`config.mk`:
```
export PLATFORM = sky130hd
export DESIGN_NAME = optflow_velocity_altitude_estimator_core_flat
export DESIGN_NICKNAME = d
export VERILOG_FILES = /design/src/ovae_pkg.sv /design/src/ovae_item_if.sv /design/src/ovae_res_if.sv /design/src/ovae_div.sv /design/src/optflow_velocity_altitude_estimator_core.sv /design/src/flat_wrapper.sv
export SDC_FILE = /design/constraint.sdc
export NUM_CORES = 2
export LEC_CHECK = 0
export BUFFER_PORTS_ARGS = -buffer_cell sky130_fd_sc_hd__buf_2
export CORE_MARGIN = 3
export CORE_UTILIZATION = 30
export DETAILED_ROUTE_END_ITERATION = 8
export SLEW_MARGIN = 30
export SYNTH_ARGS = -nofsm -noshare
export SYNTH_HDL_FRONTEND = slang
export SYNTH_SLANG_ARGS = --single-unit
```
`constraint.sdc`:
```
create_clock -name i_clk -period 16.3 [get_ports i_clk]
set_input_delay 3.26 -clock i_clk [delete_from_list [all_inputs] [get_ports i_clk]]
set_output_delay 3.26 -clock i_clk [all_outputs]
set_load 0.02 [all_outputs]
```
`src/ovae_pkg.sv`:
```
// Package: shared widths and divider handshake types for the optical-flow estimator.
`default_nettype none
package ovae_pkg;
    // dividend magnitude width: |33-bit difference * 1000| stays below 2^43
    localparam int DIV_W  = 43;
    localparam int DVSR_W = 32;
    localparam int DCNT_W = $clog2(DIV_W + 1);

    typedef struct packed {
        logic              start;
        logic [DIV_W-1:0]  dividend;
        logic [DVSR_W-1:0] divisor;
    } t_div_req;

    typedef struct packed {
        logic             done;
        logic [DIV_W-1:0] quot;
    } t_div_rsp;
endpackage
`default_nettype wire

```
`src/ovae_item_if.sv`:
```
// Interface: input word channel of the estimator.
`default_nettype none
interface ovae_item_if;
    logic               valid;
    logic               ready;
    logic [31:0]        now_ms;
    logic               flow_valid;
    logic [31:0]        flow_time;
    logic [31:0]        flow_stamp;
    logic [7:0]         flow_quality;
    logic signed [31:0] flow_x;
    logic signed [31:0] flow_y;
    logic signed [31:0] terrain_dist;

    modport source (output valid, now_ms, flow_valid, flow_time, flow_stamp,
                    flow_quality, flow_x, flow_y, terrain_dist, input ready);
    modport sink (input valid, now_ms, flow_valid, flow_time, flow_stamp,
                  flow_quality, flow_x, flow_y, terrain_dist, output ready);
endinterface
`default_nettype wire

```
`src/ovae_res_if.sv`:
```
// Interface: result word channel of the estimator.
`default_nettype none
interface ovae_res_if;
    logic               valid;
    logic               ready;
    logic [10:0]        horiz_conf_scaled;
    logic [10:0]        vert_conf_scaled;
    logic signed [31:0] altitude_mm;
    logic signed [15:0] vel_x_cms;
    logic signed [15:0] vel_y_cms;
    logic signed [15:0] climb_cms;
    logic [31:0]        estimate_time;
    logic               sample_used;

    modport source (output valid, horiz_conf_scaled, vert_conf_scaled, altitude_mm,
                    vel_x_cms, vel_y_cms, climb_cms, estimate_time, sample_used,
                    input ready);
    modport sink (input valid, horiz_conf_scaled, vert_conf_scaled, altitude_mm,
                  vel_x_cms, vel_y_cms, climb_cms, estimate_time, sample_used,
                  output ready);
endinterface
`default_nettype wire

```
`src/ovae_div.sv`:
```
// Serial restoring divider: one quotient bit per cycle, unsigned.
`default_nettype none
module ovae_div (
    input  wire logic              i_clk,
    input  wire logic              i_rst_n,
    input  wire ovae_pkg::t_div_req i_req,
    output ovae_pkg::t_div_rsp      o_rsp
);
    import ovae_pkg::*;

    logic [DCNT_W-1:0] r_cnt;
    logic [DIV_W-1:0]  r_dvd;
    logic [DVSR_W-1:0] r_rem;
    logic [DVSR_W-1:0] r_dvsr;
    logic              r_done;
    logic [DVSR_W:0]   rem_sh;
    logic              take;

    // shift in the next dividend bit and trial-subtract
    assign rem_sh = {r_rem, r_dvd[DIV_W-1]};
    assign take   = rem_sh >= {1'b0, r_dvsr};

    // count down the iterations
    always_ff @(posedge i_clk) begin
        if (!i_rst_n) begin
            r_cnt  <= '0;
            r_done <= 1'b0;
        end else begin
            r_done <= 1'b0;
            if (i_req.start) begin
                r_cnt <= DCNT_W'(DIV_W);
            end else if (r_cnt != '0) begin
                r_cnt <= r_cnt - 1'b1;
                if (r_cnt == DCNT_W'(1)) r_done <= 1'b1;
            end
        end
    end

    // remainder and quotient datapath; quotient bits fill the dividend register
    always_ff @(posedge i_clk) begin
        if (i_req.start) begin
            r_dvd  <= i_req.dividend;
            r_dvsr <= i_req.divisor;
            r_rem  <= '0;
        end else if (r_cnt != '0) begin
            r_rem <= take ? DVSR_W'(rem_sh - {1'b0, r_dvsr}) : rem_sh[DVSR_W-1:0];
            r_dvd <= {r_dvd[DIV_W-2:0], take};
        end
    end

    assign o_rsp.done = r_done;
    assign o_rsp.quot = r_dvd;
endmodule
`default_nettype wire

```
`src/optflow_velocity_altitude_estimator_core.sv`:
```
// Optical-flow velocity and altitude estimator: sequencer, shared multiplier, outputs.
//
// Usage: each input word on i_item carries the tick, one flow sample and the ground
// distance; exactly one result word leaves on o_res per input word. Configuration
// registers are written through i_cfg_we/i_cfg_idx/i_cfg_data; the user must write
// them only while the block is idle, and the block itself does not enforce this.
// One item is handled at a time: i_item.ready is high only while idle. An invalid,
// stale or repeated sample goes from the check step straight to the output steps; an
// update may first run the velocity and altitude filter steps and, when the climb rate
// is divided, waits on the 43-step serial divider. Every product passes through one
// shared 33 x 17 signed multiplier with a registered output, one product per cycle.
// A result word is held in the output register until o_res.ready; the next item is
// taken in the cycle after the result leaves.
// Reset (synchronous, active low) clears all filter states, confidences, the last
// stamp and the last call time to zero and loads the register defaults.
`default_nettype none
module optflow_velocity_altitude_estimator_core #(
    parameter int FRAC_BITS = 16
) (
    input  wire logic        i_clk,
    input  wire logic        i_rst_n,
    ovae_item_if.sink        i_item,
    ovae_res_if.source       o_res,
    input  wire logic        i_cfg_we,
    input  wire logic [2:0]  i_cfg_idx,
    input  wire logic [30:0] i_cfg_data
);
    import ovae_pkg::*;

    localparam logic [2:0] CFG_STALE = 3'd0, CFG_QMIN = 3'd1, CFG_DMIN = 3'd2,
                           CFG_DMAX = 3'd3, CFG_HCOEF = 3'd4, CFG_ACOEF = 3'd5,
                           CFG_CCOEF = 3'd6, CFG_CLIM = 3'd7;

    localparam logic [4:0] S_IDLE = 5'd0, S_CHECK = 5'd1, S_VX_M = 5'd2, S_VX_W = 5'd3,
                           S_VY_W = 5'd4, S_AL_M = 5'd5, S_AL_W = 5'd6, S_DF_M = 5'd7,
                           S_DF_W = 5'd8, S_DV_RUN = 5'd9, S_CL_M = 5'd10,
                           S_CL_W = 5'd11, S_SO_A = 5'd12, S_SO_X = 5'd13,
                           S_SO_Y = 5'd14, S_SO_C = 5'd15, S_SO_E = 5'd16,
                           S_OUT = 5'd17;

    localparam logic signed [49:0] RND = 50'((64'd1 << FRAC_BITS) - 64'd1);
    localparam logic signed [16:0] K_MM = 17'sd1000;
    localparam logic signed [16:0] K_CM = 17'sd100;

    // configuration
    logic [15:0] r_stale;
    logic [7:0]  r_qmin;
    logic [30:0] r_dmin, r_dmax;
    logic [15:0] r_hcoef, r_acoef, r_ccoef;
    logic [3:0]  r_clim;

    // state
    logic signed [31:0] r_vx, r_vy, r_alt, r_climb, r_prev, r_rate;
    logic [3:0]  r_hc, r_vc;
    logic [31:0] r_last_stamp, r_last_call, r_dt;
    logic [4:0]  r_state;
    logic        r_v_ema, r_used, r_neg;

    // latched input word
    logic [31:0] r_now, r_ftime, r_stamp;
    logic        r_fvalid;
    logic [7:0]  r_qual;
    logic signed [31:0] r_fx, r_fy, r_gd;

    // result register
    logic signed [31:0] r_o_alt;
    logic signed [15:0] r_o_vx, r_o_vy, r_o_cl;

    // shared multiplier
    logic signed [32:0] mul_a;
    logic signed [16:0] mul_b;
    logic signed [49:0] r_prod;
    logic signed [49:0] prod_mag;

    t_div_req div_req;
    t_div_rsp div_rsp;

    logic ok_flow, dist_ok, qual_ok;

    ovae_div u_div (.i_clk(i_clk), .i_rst_n(i_rst_n), .i_req(div_req), .o_rsp(div_rsp));

    // truncate a scaled product toward zero
    function automatic logic signed [49:0] trunc_q(input logic signed [49:0] p);
        logic signed [49:0] t;
        t = p[49] ? p + RND : p;
        return t >>> FRAC_BITS;
    endfunction

    function automatic logic signed [31:0] sat32(input logic signed [49:0] v);
        if (v > 50'sd2147483647)       return 32'sh7FFFFFFF;
        else if (v < -50'sd2147483648) return 32'sh80000000;
        else                           return v[31:0];
    endfunction

    function automatic logic signed [15:0] sat16(input logic signed [49:0] v);
        if (v > 50'sd32767)       return 16'sh7FFF;
        else if (v < -50'sd32768) return 16'sh8000;
        else                      return v[15:0];
    endfunction

    // sample checks on the latched word
    assign ok_flow = r_fvalid && ((r_now - r_ftime) <= {16'b0, r_stale});
    assign qual_ok = r_qual > r_qmin;
    assign dist_ok = ($signed({r_gd[31], r_gd}) > $signed({2'b0, r_dmin})) &&
                     ($signed({r_gd[31], r_gd}) < $signed({2'b0, r_dmax}));

    // select multiplier operands by step
    always_comb begin
        mul_a = '0;
        mul_b = '0;
        case (r_state)
            S_VX_M: begin mul_a = 33'(r_vx) - 33'(r_fx); mul_b = {1'b0, r_hcoef}; end
            S_VX_W: begin mul_a = 33'(r_vy) - 33'(r_fy); mul_b = {1'b0, r_hcoef}; end
            S_AL_M: begin mul_a = 33'(r_alt) - 33'(r_gd); mul_b = {1'b0, r_acoef}; end
            S_DF_M: begin mul_a = 33'(r_alt) - 33'(r_prev); mul_b = K_MM; end
            S_CL_M: begin mul_a = 33'(r_climb) - 33'(r_rate); mul_b = {1'b0, r_ccoef}; end
            S_SO_A: begin mul_a = 33'(r_alt); mul_b = K_MM; end
            S_SO_X: begin mul_a = 33'(r_vx); mul_b = K_CM; end
            S_SO_Y: begin mul_a = 33'(r_vy); mul_b = K_CM; end
            S_SO_C: begin mul_a = 33'(r_climb); mul_b = K_CM; end
            default: ;
        endcase
    end

    always_ff @(posedge i_clk) begin
        r_prod <= 50'(mul_a) * 50'(mul_b);
    end

    assign prod_mag = r_prod[49] ? -r_prod : r_prod;

    // start the divider on the rate difference
    assign div_req.start    = (r_state == S_DF_W);
    assign div_req.dividend = prod_mag[DIV_W-1:0];
    assign div_req.divisor  = r_dt;

    // latch the accepted word
    always_ff @(posedge i_clk) begin
        if (i_item.valid && i_item.ready) begin
            r_now    <= i_item.now_ms;
            r_fvalid <= i_item.flow_valid;
            r_ftime  <= i_item.flow_time;
            r_stamp  <= i_item.flow_stamp;
            r_qual   <= i_item.flow_quality;
            r_fx     <= i_item.flow_x;
            r_fy     <= i_item.flow_y;
            r_gd     <= i_item.terrain_dist;
        end
    end

    // configuration writes
    always_ff @(posedge i_clk) begin
        if (!i_rst_n) begin
            r_stale <= 16'd200;
            r_qmin  <= 8'd40;
            r_dmin  <= 31'd6554;
            r_dmax  <= 31'd294912;
            r_hcoef <= 16'd39322;
            r_acoef <= 16'd45875;
            r_ccoef <= 16'd58982;
            r_clim  <= 4'd10;
        end else if (i_cfg_we) begin
            case (i_cfg_idx)
                CFG_STALE: r_stale <= i_cfg_data[15:0];
                CFG_QMIN:  r_qmin  <= i_cfg_data[7:0];
                CFG_DMIN:  r_dmin  <= i_cfg_data;
                CFG_DMAX:  r_dmax  <= i_cfg_data;
                CFG_HCOEF: r_hcoef <= i_cfg_data[15:0];
                CFG_ACOEF: r_acoef <= i_cfg_data[15:0];
                CFG_CCOEF: r_ccoef <= i_cfg_data[15:0];
                CFG_CLIM:  r_clim  <= i_cfg_data[3:0];
                default: ;
            endcase
        end
    end

    // sequencer and filter state
    always_ff @(posedge i_clk) begin
        if (!i_rst_n) begin
            r_state      <= S_IDLE;
            r_vx         <= '0;
            r_vy         <= '0;
            r_alt        <= '0;
            r_climb      <= '0;
            r_hc         <= '0;
            r_vc         <= '0;
            r_last_stamp <= '0;
            r_last_call  <= '0;
            r_v_ema      <= 1'b0;
            r_used       <= 1'b0;
        end else begin
            case (r_state)
                S_IDLE: begin
                    if (i_item.valid) r_state <= S_CHECK;
                end
                S_CHECK: begin
                    r_dt        <= r_now - r_last_call;
                    r_last_call <= r_now;
                    r_used      <= 1'b0;
                    r_v_ema     <= 1'b0;
                    r_state     <= S_SO_A;
                    if (!ok_flow) begin
                        r_hc <= '0;
                        r_vc <= '0;
                    end else if (r_stamp != r_last_stamp) begin
                        r_last_stamp <= r_stamp;
                        r_used       <= 1'b1;
                        // horizontal filter
                        if (qual_ok) begin
                            if (r_hc == '0) begin
                                r_vx <= r_fx;
                                r_vy <= r_fy;
                            end
                            if (r_hc < r_clim) r_hc <= r_hc + 1'b1;
                        end else begin
                            r_vx <= '0;
                            r_vy <= '0;
                            r_hc <= '0;
                        end
                        // altitude filter
                        if (dist_ok) begin
                            if (r_vc != '0) begin
                                r_v_ema <= 1'b1;
                            end else begin
                                r_alt   <= r_gd;
                                r_climb <= '0;
                            end
                            if (r_vc < r_clim) r_vc <= r_vc + 1'b1;
                        end else begin
                            r_alt   <= '0;
                            r_climb <= '0;
                            r_vc    <= '0;
                        end
                        if (qual_ok && r_hc != '0)       r_state <= S_VX_M;
                        else if (dist_ok && r_vc != '0)  r_state <= S_AL_M;
                    end
                end
                S_VX_M: r_state <= S_VX_W;
                S_VX_W: begin
                    r_vx    <= r_fx + r_prod[47:16];
                    r_state <= S_VY_W;
                end
                S_VY_W: begin
                    r_vy    <= r_fy + r_prod[47:16];
                    r_state <= r_v_ema ? S_AL_M : S_SO_A;
                end
                S_AL_M: begin
                    r_prev  <= r_alt;
                    r_state <= S_AL_W;
                end
                S_AL_W: begin
                    r_alt <= r_gd + r_prod[47:16];
                    if (r_dt == '0) begin
                        r_rate  <= '0;
                        r_state <= S_CL_M;
                    end else begin
                        r_state <= S_DF_M;
                    end
                end
                S_DF_M: r_state <= S_DF_W;
                S_DF_W: begin
                    r_neg   <= r_prod[49];
                    r_state <= S_DV_RUN;
                end
                S_DV_RUN: begin
                    if (div_rsp.done) begin
                        // saturate the signed quotient to int32
                        if (r_neg) begin
                            r_rate <= (div_rsp.quot > 43'h0_8000_0000) ? 32'sh80000000
                                      : 32'(-div_rsp.quot[31:0]);
                        end else begin
                            r_rate <= (div_rsp.quot > 43'h0_7FFF_FFFF) ? 32'sh7FFFFFFF
                                      : div_rsp.quot[31:0];
                        end
                        r_state <= S_CL_M;
                    end
                end
                S_CL_M: r_state <= S_CL_W;
                S_CL_W: begin
                    r_climb <= r_rate + r_prod[47:16];
                    r_state <= S_SO_A;
                end
                S_SO_A: r_state <= S_SO_X;
                S_SO_X: begin
                    r_o_alt <= sat32(trunc_q(r_prod));
                    r_state <= S_SO_Y;
                end
                S_SO_Y: begin
                    r_o_vx  <= sat16(trunc_q(r_prod));
                    r_state <= S_SO_C;
                end
                S_SO_C: begin
                    r_o_vy  <= sat16(trunc_q(r_prod));
                    r_state <= S_SO_E;
                end
                S_SO_E: begin
                    r_o_cl  <= sat16(trunc_q(r_prod));
                    r_state <= S_OUT;
                end
                S_OUT: begin
                    if (o_res.ready) r_state <= S_IDLE;
                end
                default: r_state <= S_IDLE;
            endcase
        end
    end

    // ports
    assign i_item.ready            = (r_state == S_IDLE);
    assign o_res.valid             = (r_state == S_OUT);
    assign o_res.horiz_conf_scaled = 11'(r_hc) * 11'd100;
    assign o_res.vert_conf_scaled  = 11'(r_vc) * 11'd100;
    assign o_res.altitude_mm       = r_o_alt;
    assign o_res.vel_x_cms         = r_o_vx;
    assign o_res.vel_y_cms         = r_o_vy;
    assign o_res.climb_cms         = r_o_cl;
    assign o_res.estimate_time     = r_now;
    assign o_res.sample_used       = r_used;

    // checks
    a_no_overlap: assert property (@(posedge i_clk) disable iff (!i_rst_n)
        o_res.valid |-> !i_item.ready)
        else $error("input taken while a result word waits");
    a_div_done: assert property (@(posedge i_clk) disable iff (!i_rst_n)
        div_rsp.done |-> (r_state == S_DV_RUN))
        else $error("divider finished outside its wait step");
    a_out_release: assert property (@(posedge i_clk) disable iff (!i_rst_n)
        (o_res.valid && o_res.ready) |=> (r_state == S_IDLE))
        else $error("sequencer did not return to idle after the result word");
    a_conf_hold: assert property (@(posedge i_clk) disable iff (!i_rst_n)
        (r_state != S_CHECK) |=> ($stable(r_hc) && $stable(r_vc)))
        else $error("confidence changed outside the check step");
endmodule
`default_nettype wire

```
`src/flat_wrapper.sv`:
```
// flat-port wrapper written by rule: the top's interface ports become plain ports
module optflow_velocity_altitude_estimator_core_flat import ovae_pkg::*;
#(
    parameter int FRAC_BITS = 16
)
  (i_clk, i_rst_n, i_cfg_we, i_cfg_idx, i_cfg_data, i_item_valid, i_item_now_ms, i_item_flow_valid, i_item_flow_time, i_item_flow_stamp, i_item_flow_quality, i_item_flow_x, i_item_flow_y, i_item_terrain_dist, i_item_ready, o_res_valid, o_res_horiz_conf_scaled, o_res_vert_conf_scaled, o_res_altitude_mm, o_res_vel_x_cms, o_res_vel_y_cms, o_res_climb_cms, o_res_estimate_time, o_res_sample_used, o_res_ready);
  ovae_item_if i_item_i ();
  ovae_res_if o_res_i ();
  input  wire logic i_clk;
  input  wire logic i_rst_n;
  input  wire logic i_cfg_we;
  input  wire logic [2:0] i_cfg_idx;
  input  wire logic [30:0] i_cfg_data;
  input wire logic [$bits(i_item_i.valid)-1:0] i_item_valid;
  input wire logic [$bits(i_item_i.now_ms)-1:0] i_item_now_ms;
  input wire logic [$bits(i_item_i.flow_valid)-1:0] i_item_flow_valid;
  input wire logic [$bits(i_item_i.flow_time)-1:0] i_item_flow_time;
  input wire logic [$bits(i_item_i.flow_stamp)-1:0] i_item_flow_stamp;
  input wire logic [$bits(i_item_i.flow_quality)-1:0] i_item_flow_quality;
  input wire logic [$bits(i_item_i.flow_x)-1:0] i_item_flow_x;
  input wire logic [$bits(i_item_i.flow_y)-1:0] i_item_flow_y;
  input wire logic [$bits(i_item_i.terrain_dist)-1:0] i_item_terrain_dist;
  output wire logic [$bits(i_item_i.ready)-1:0] i_item_ready;
  output wire logic [$bits(o_res_i.valid)-1:0] o_res_valid;
  output wire logic [$bits(o_res_i.horiz_conf_scaled)-1:0] o_res_horiz_conf_scaled;
  output wire logic [$bits(o_res_i.vert_conf_scaled)-1:0] o_res_vert_conf_scaled;
  output wire logic [$bits(o_res_i.altitude_mm)-1:0] o_res_altitude_mm;
  output wire logic [$bits(o_res_i.vel_x_cms)-1:0] o_res_vel_x_cms;
  output wire logic [$bits(o_res_i.vel_y_cms)-1:0] o_res_vel_y_cms;
  output wire logic [$bits(o_res_i.climb_cms)-1:0] o_res_climb_cms;
  output wire logic [$bits(o_res_i.estimate_time)-1:0] o_res_estimate_time;
  output wire logic [$bits(o_res_i.sample_used)-1:0] o_res_sample_used;
  input wire logic [$bits(o_res_i.ready)-1:0] o_res_ready;
  assign i_item_i.valid = i_item_valid;
  assign i_item_i.now_ms = i_item_now_ms;
  assign i_item_i.flow_valid = i_item_flow_valid;
  assign i_item_i.flow_time = i_item_flow_time;
  assign i_item_i.flow_stamp = i_item_flow_stamp;
  assign i_item_i.flow_quality = i_item_flow_quality;
  assign i_item_i.flow_x = i_item_flow_x;
  assign i_item_i.flow_y = i_item_flow_y;
  assign i_item_i.terrain_dist = i_item_terrain_dist;
  assign i_item_ready = i_item_i.ready;
  assign o_res_valid = o_res_i.valid;
  assign o_res_horiz_conf_scaled = o_res_i.horiz_conf_scaled;
  assign o_res_vert_conf_scaled = o_res_i.vert_conf_scaled;
  assign o_res_altitude_mm = o_res_i.altitude_mm;
  assign o_res_vel_x_cms = o_res_i.vel_x_cms;
  assign o_res_vel_y_cms = o_res_i.vel_y_cms;
  assign o_res_climb_cms = o_res_i.climb_cms;
  assign o_res_estimate_time = o_res_i.estimate_time;
  assign o_res_sample_used = o_res_i.sample_used;
  assign o_res_i.ready = o_res_ready;
  optflow_velocity_altitude_estimator_core #(.FRAC_BITS(FRAC_BITS)) u_core (.i_clk(i_clk), .i_rst_n(i_rst_n), .i_item(i_item_i), .o_res(o_res_i), .i_cfg_we(i_cfg_we), .i_cfg_idx(i_cfg_idx), .i_cfg_data(i_cfg_data));
endmodule
```
# Word-level counts from Yosys, hierarchy flattened
# Index checks and enable logic that the tools add are counted.
# Widths: inputs -> output; s select.
classes:
  n_eq_ne: 37
  muxes: 63
  add_sub_neg: 18
  reduce_logical: 47
  bitwise_logic: 2
  mul: 3
  n_lt_le_gt_ge: 13
op_table:
  columns: ["operator", "count"]
  rows:
  - ["$mux 32", 23]
  - ["$pmux 32 s2", 5]
  - ["$pmux 33 s9", 1]
  - ["$sub 32x32->33", 5]
  - ["$mux 43", 3]
  - ["$add 32x32->32", 4]
  - ["$sub 32x32->32", 3]
  - ["$pmux 5 s18", 1]
  - ["$pmux 16 s5", 1]
  - ["$add 50x17->50 const B", 1]
  - ["$mul 33x17->50", 1]
  - ["$mux 50", 1]
  - ["$mux 4", 11]
  - ["$gt 43x31->1 const B", 1]
  - ["$gt 43x32->1 const B", 1]
  - ["$neg 43->43", 1]
  - ["$eq 5x4->1 const B", 8]
  - ["$gt 34x16->1 const B", 1]
  - ["$gt 34x32->1 const B", 1]
  - ["$lt 34x16->1 const B", 1]
  - ["$lt 34x32->1 const B", 1]
  - ["$ge 33x32->1", 1]
  - ["$gt 32x32->1", 1]
  - ["$le 32x16->1", 1]
  - ["37 further kinds", 105]
totals:
  inputBits: 240
  elab_cells: 225
  register_bits: 887
  out_inout_bits: 137

# Longest topological paths before layout
logic_depth:
  depth_word: 8
  depth_mapped: 48
  depth_no_buf: 42

# Cells and area by module
# Synthesis repeated with hierarchy kept, for this count alone.
unflattened:
  cells_unflattened: 8370
  area_unflattened_um2: 74790.5
by_module_without_submodules:
  columns: ["module", "seq_area_each_um2", "area_each_um2", "n_inst", "cells_per_inst"]
  rows:
  - ["optflow_velocity_altitude_estimator_core", 19258.5, 68278.0, 1, 7740]
  - ["ovae_div", 3032.9, 6512.5, 1, 630]

# Worst setup path after synthesis
# OpenSTA, ideal clock, no wires.
synth_path:
  kind: "register to register"
  start: "register u_core.r_state[3]"
  end: "register u_core.r_prod[48]"
  required_ns: 16.177
  setup_time_ns: 0.123
  stages_incl_launch_ff: 46
  arrival_ns: 10.494
  setup_slack_ns: 5.683
  path_buffers: 9
  period_less_slack_ns: 10.617
  path_cell_list: "dfxtp_1 clkbuf_1 clkbuf_1 inv_1 nand2_1 nor2_1 clkbuf_1 clkbuf_1 clkbuf_1 nand2_1 buf_1 mux2i_1 ha_1 clkbuf_1 a21o_1 a21o_1 a221o_1 a21o_1 [10 not listed] inv_1 fa_1 fa_1 inv_1 fa_1 inv_1 ha_1 clkbuf_1 a21oi_1 nor2b_1 o21ai_0 nand2b_1 a221oi_1 o21ai_0 a41o_1 a221oi_1 a21oi_1 xor2_1"
synth_between:
  elab_chain_cells: 4
  word_cells_on_any_way: 15
  cone_classes: "1 x mul; 9 x eq/ne; 2 x mux; 3 x reduce/logical"
synth_rtl:
  columns: ["item", "line", "text"]
  rows:
  - ["from (decl)", "optflow_velocity_altitude_estimator_core.sv:56", "logic [4:0] r_state;"]
  - ["from (signal assigned)", "optflow_velocity_altitude_estimator_core.sv:244", "r_state <= r_v_ema ? S_AL_M : S_SO_A;"]
  - ["$eq 5x4->1, or another cell as far along", null, null]
  - ["$reduce_or 3->1 (no source line) or $reduce_or 2->1 (tied branches)", null, null]
  - ["$pmux 16 s5", "optflow_velocity_altitude_estimator_core.sv:111", "case (r_state)"]
  - ["$mul 33x17->50 *", "optflow_velocity_altitude_estimator_core.sv:126", "r_prod <= 50'(mul_a) * 50'(mul_b);"]
  - ["to (signal assigned)", "optflow_velocity_altitude_estimator_core.sv:126", null]
  - ["to (decl)", "optflow_velocity_altitude_estimator_core.sv:72", "logic signed [49:0] r_prod;"]
# Mark *: on every way between the ends. The rest lies on a longest branch, timed or not.
# A chain may end at the register's enable or synchronous reset.

# Worst setup path in the final report
layout_path:
  start: "register u_core.r_state[4]"
  end: "register u_core.r_prod[48]"
# The elaborated chain is that of the path after synthesis.

==> metrics.csv <==
metric;value;unit
status;finished, final reports clean;
path_buf_inv;6;
cts_buffers;100;
place_ws;4.78;ns
synth_top_area_cell;edfxtp_1;
cts_setup_buffers;0;
clock-root-buffer;clkbuf_16;
synth.distinct_cells;100;
num_rows;182;
maxCapViolCount;0;
top_register;u_core.r_prod;
ys_seq_area_share;29.9;%
totalWireLength;274000;um
grt_usage;20.9;%
ys.flop_type;edfxtp_1;
crit_path_max_fanout;32;
final_antenna_net_count;0;
area_delta_synth_final;12.5;%
postLayoutCellArea;83800;um2
syn_avg_cell_area;8.90;um2
cts.path.max_buffers;3;
relSlewSlack;30.7;%
syn-cell-area;74500;um2
setup_viol;0;
post-route-period-util;71.5;%
cts_hold_buf;0;
die_h;504;um
place_area;80400;um2
vias_per_cell;5.38;
cts.sinks;887;
crit_type;flop to flop;
grt_pass1_vias;63994;
ioPinCount;377;
drt_iter0_markers;6056;
drive_above_1_share;9.41;%
ys_warn_count;0;
via_count;64706;
fin_setup_tns;0;ns
critPathLaunchType;flop;
gp_congestion;0.968;
reg_top3;u_core.r_prod (50), u_core.u_div.r_dvd (43);
min_period;11.66;ns
arrival;12.32;ns
grt_pass1_wl;408000;um
synth_common_cells;nand2_1 (1,083), inv_1 (1,015), ha_1 (586), a21oi_1 (570), fa_1 (516);
numPortBuffers;372;
powerDensity;141;nW/um2
yosysMostFrequentCell;nand2_1;
overflow;0;
synth_top_cell_area_share;18.3;%
dieArea;254000;um2
max-vdd-ir-drop;106;uV
cts_htree_levels;3;
wl_per_cell;22.8;um
cts_tree;yes;
crit_path_end_kind;flop;
antenna_found_initial;47;
slew_violations;0;
crit_slowest_cell;or4_1;
report.power.total;11.8;mW
fmax;85.8;MHz
start_util;30.2;%
stdcell_count;12025;
synth_edf_count;453;
fin_util;34.0;%
die_w;504;um
insertion_delay;0.79;ns
core_area;246000;um2
cts_resized;0;
hold_viol;0;
setup_slack;4.64;ns
leakage;36.5;nW
clk_pin_slew;0.06;ns
hold_ws;0.431;ns
critical-path-top-delay-family;adder cells;
rsz0062_at_grt;false;
finClkSkew;0.0645;ns
slowest_delay;0.97;ns
syn_inst;8361;
cp_data_required_time;16.96;ns
grt_start_max_net_pins;92;
drc;0;
tightest_slew;1.04;ns
path_common_cell;fa_1;
synth_seq_cells;887;
async_flop_share;0;%
fillCellCount;25530;
hold_class;flop to flop;
first_pass_iters;8;
nNetsFinal;9956;
synth_area_leaders;edfxtp_1 (18%), fa_1 (14%), dfxtp_1 (12%);
dp_hpwl;209000;um
place_inst;11824;
largest_reg_flops;50;
-- worst paths after layout --
path                      from                end  slack, ns  cells after the start
min reg2reg    u_core.r_alt[0]   u_core.r_prev[0]       0.43                      0
max reg2reg  u_core.r_state[4]  u_core.r_prod[48]       4.64                     39
max          u_core.r_state[4]  u_core.r_prod[48]       4.64                     39
min            u_core.r_alt[0]   u_core.r_prev[0]       0.43                      0
-- where the power goes --
group / total (mW) / switching [mW] / leakage, nW / internal (mW)
Combinational: 5.94 / 3.92 / 27.1 / 2.02
Clock: 2.33 / 1.06 / 1.61 / 1.27
Sequential: 3.56 / 0.518 / 7.81 / 3.04
-- logic make-up after synthesis --
logic type	count (synthesis)	share of synthesized area, %
compound gates	1973	17.2
simple gates	2464	15.4
other cells	1	0.00504
xor+xnor	427	5.02
buf+inv	1384	7.09
flops	887	29.9
fa+ha+maj	1102	23.7
mux	123	1.66
-- layer usage --
metal	vias up	global-route usage [%]	share of wire (%)	routed length, um
met1	31809	27.8	42	115000
li1	29429	-	-	-
met3	551	4.89	9.3	25600
met2	2877	33.1	45	122000
met5	-	0	0.093	254
met4	40	7.86	4.1	11400
-- final cells by class --
cell class                 count  area, um2  area share, %
sequential                   887      22300           26.6
timing repair buffer         516       2950           3.53
tap                         3312       4140           4.95
clock buffer                 118       2660           3.18
multi-input combinational   6093      47200           56.3
inverter                    1016       3820           4.56
clock inverter                69        691          0.825
antenna                       14       35.0         0.0418
-- layout by cell type (no fill, tap or decap), types with 72 or more instances in the layout --
cell / count
dfxtp_1: 429
a21oi_1: 568
buf_4: 143
xnor2_1: 248
fa_1: 516
ha_1: 586
nand2b_1: 73
and2_1: 112
nor2_1: 411
inv_1: 1014
buf_2: 371
o21ai_0: 402
nor2b_1: 78
nor3_1: 145
nand2_1: 1076
a211oi_1: 78
a21o_1: 186
a31oi_1: 72
nand3_1: 165
clkbuf_16: 102
xor2_1: 179
a22oi_1: 75
edfxtp_1: 453
mux2i_1: 121
Note: power is estimated with default switching activity, not from simulation.
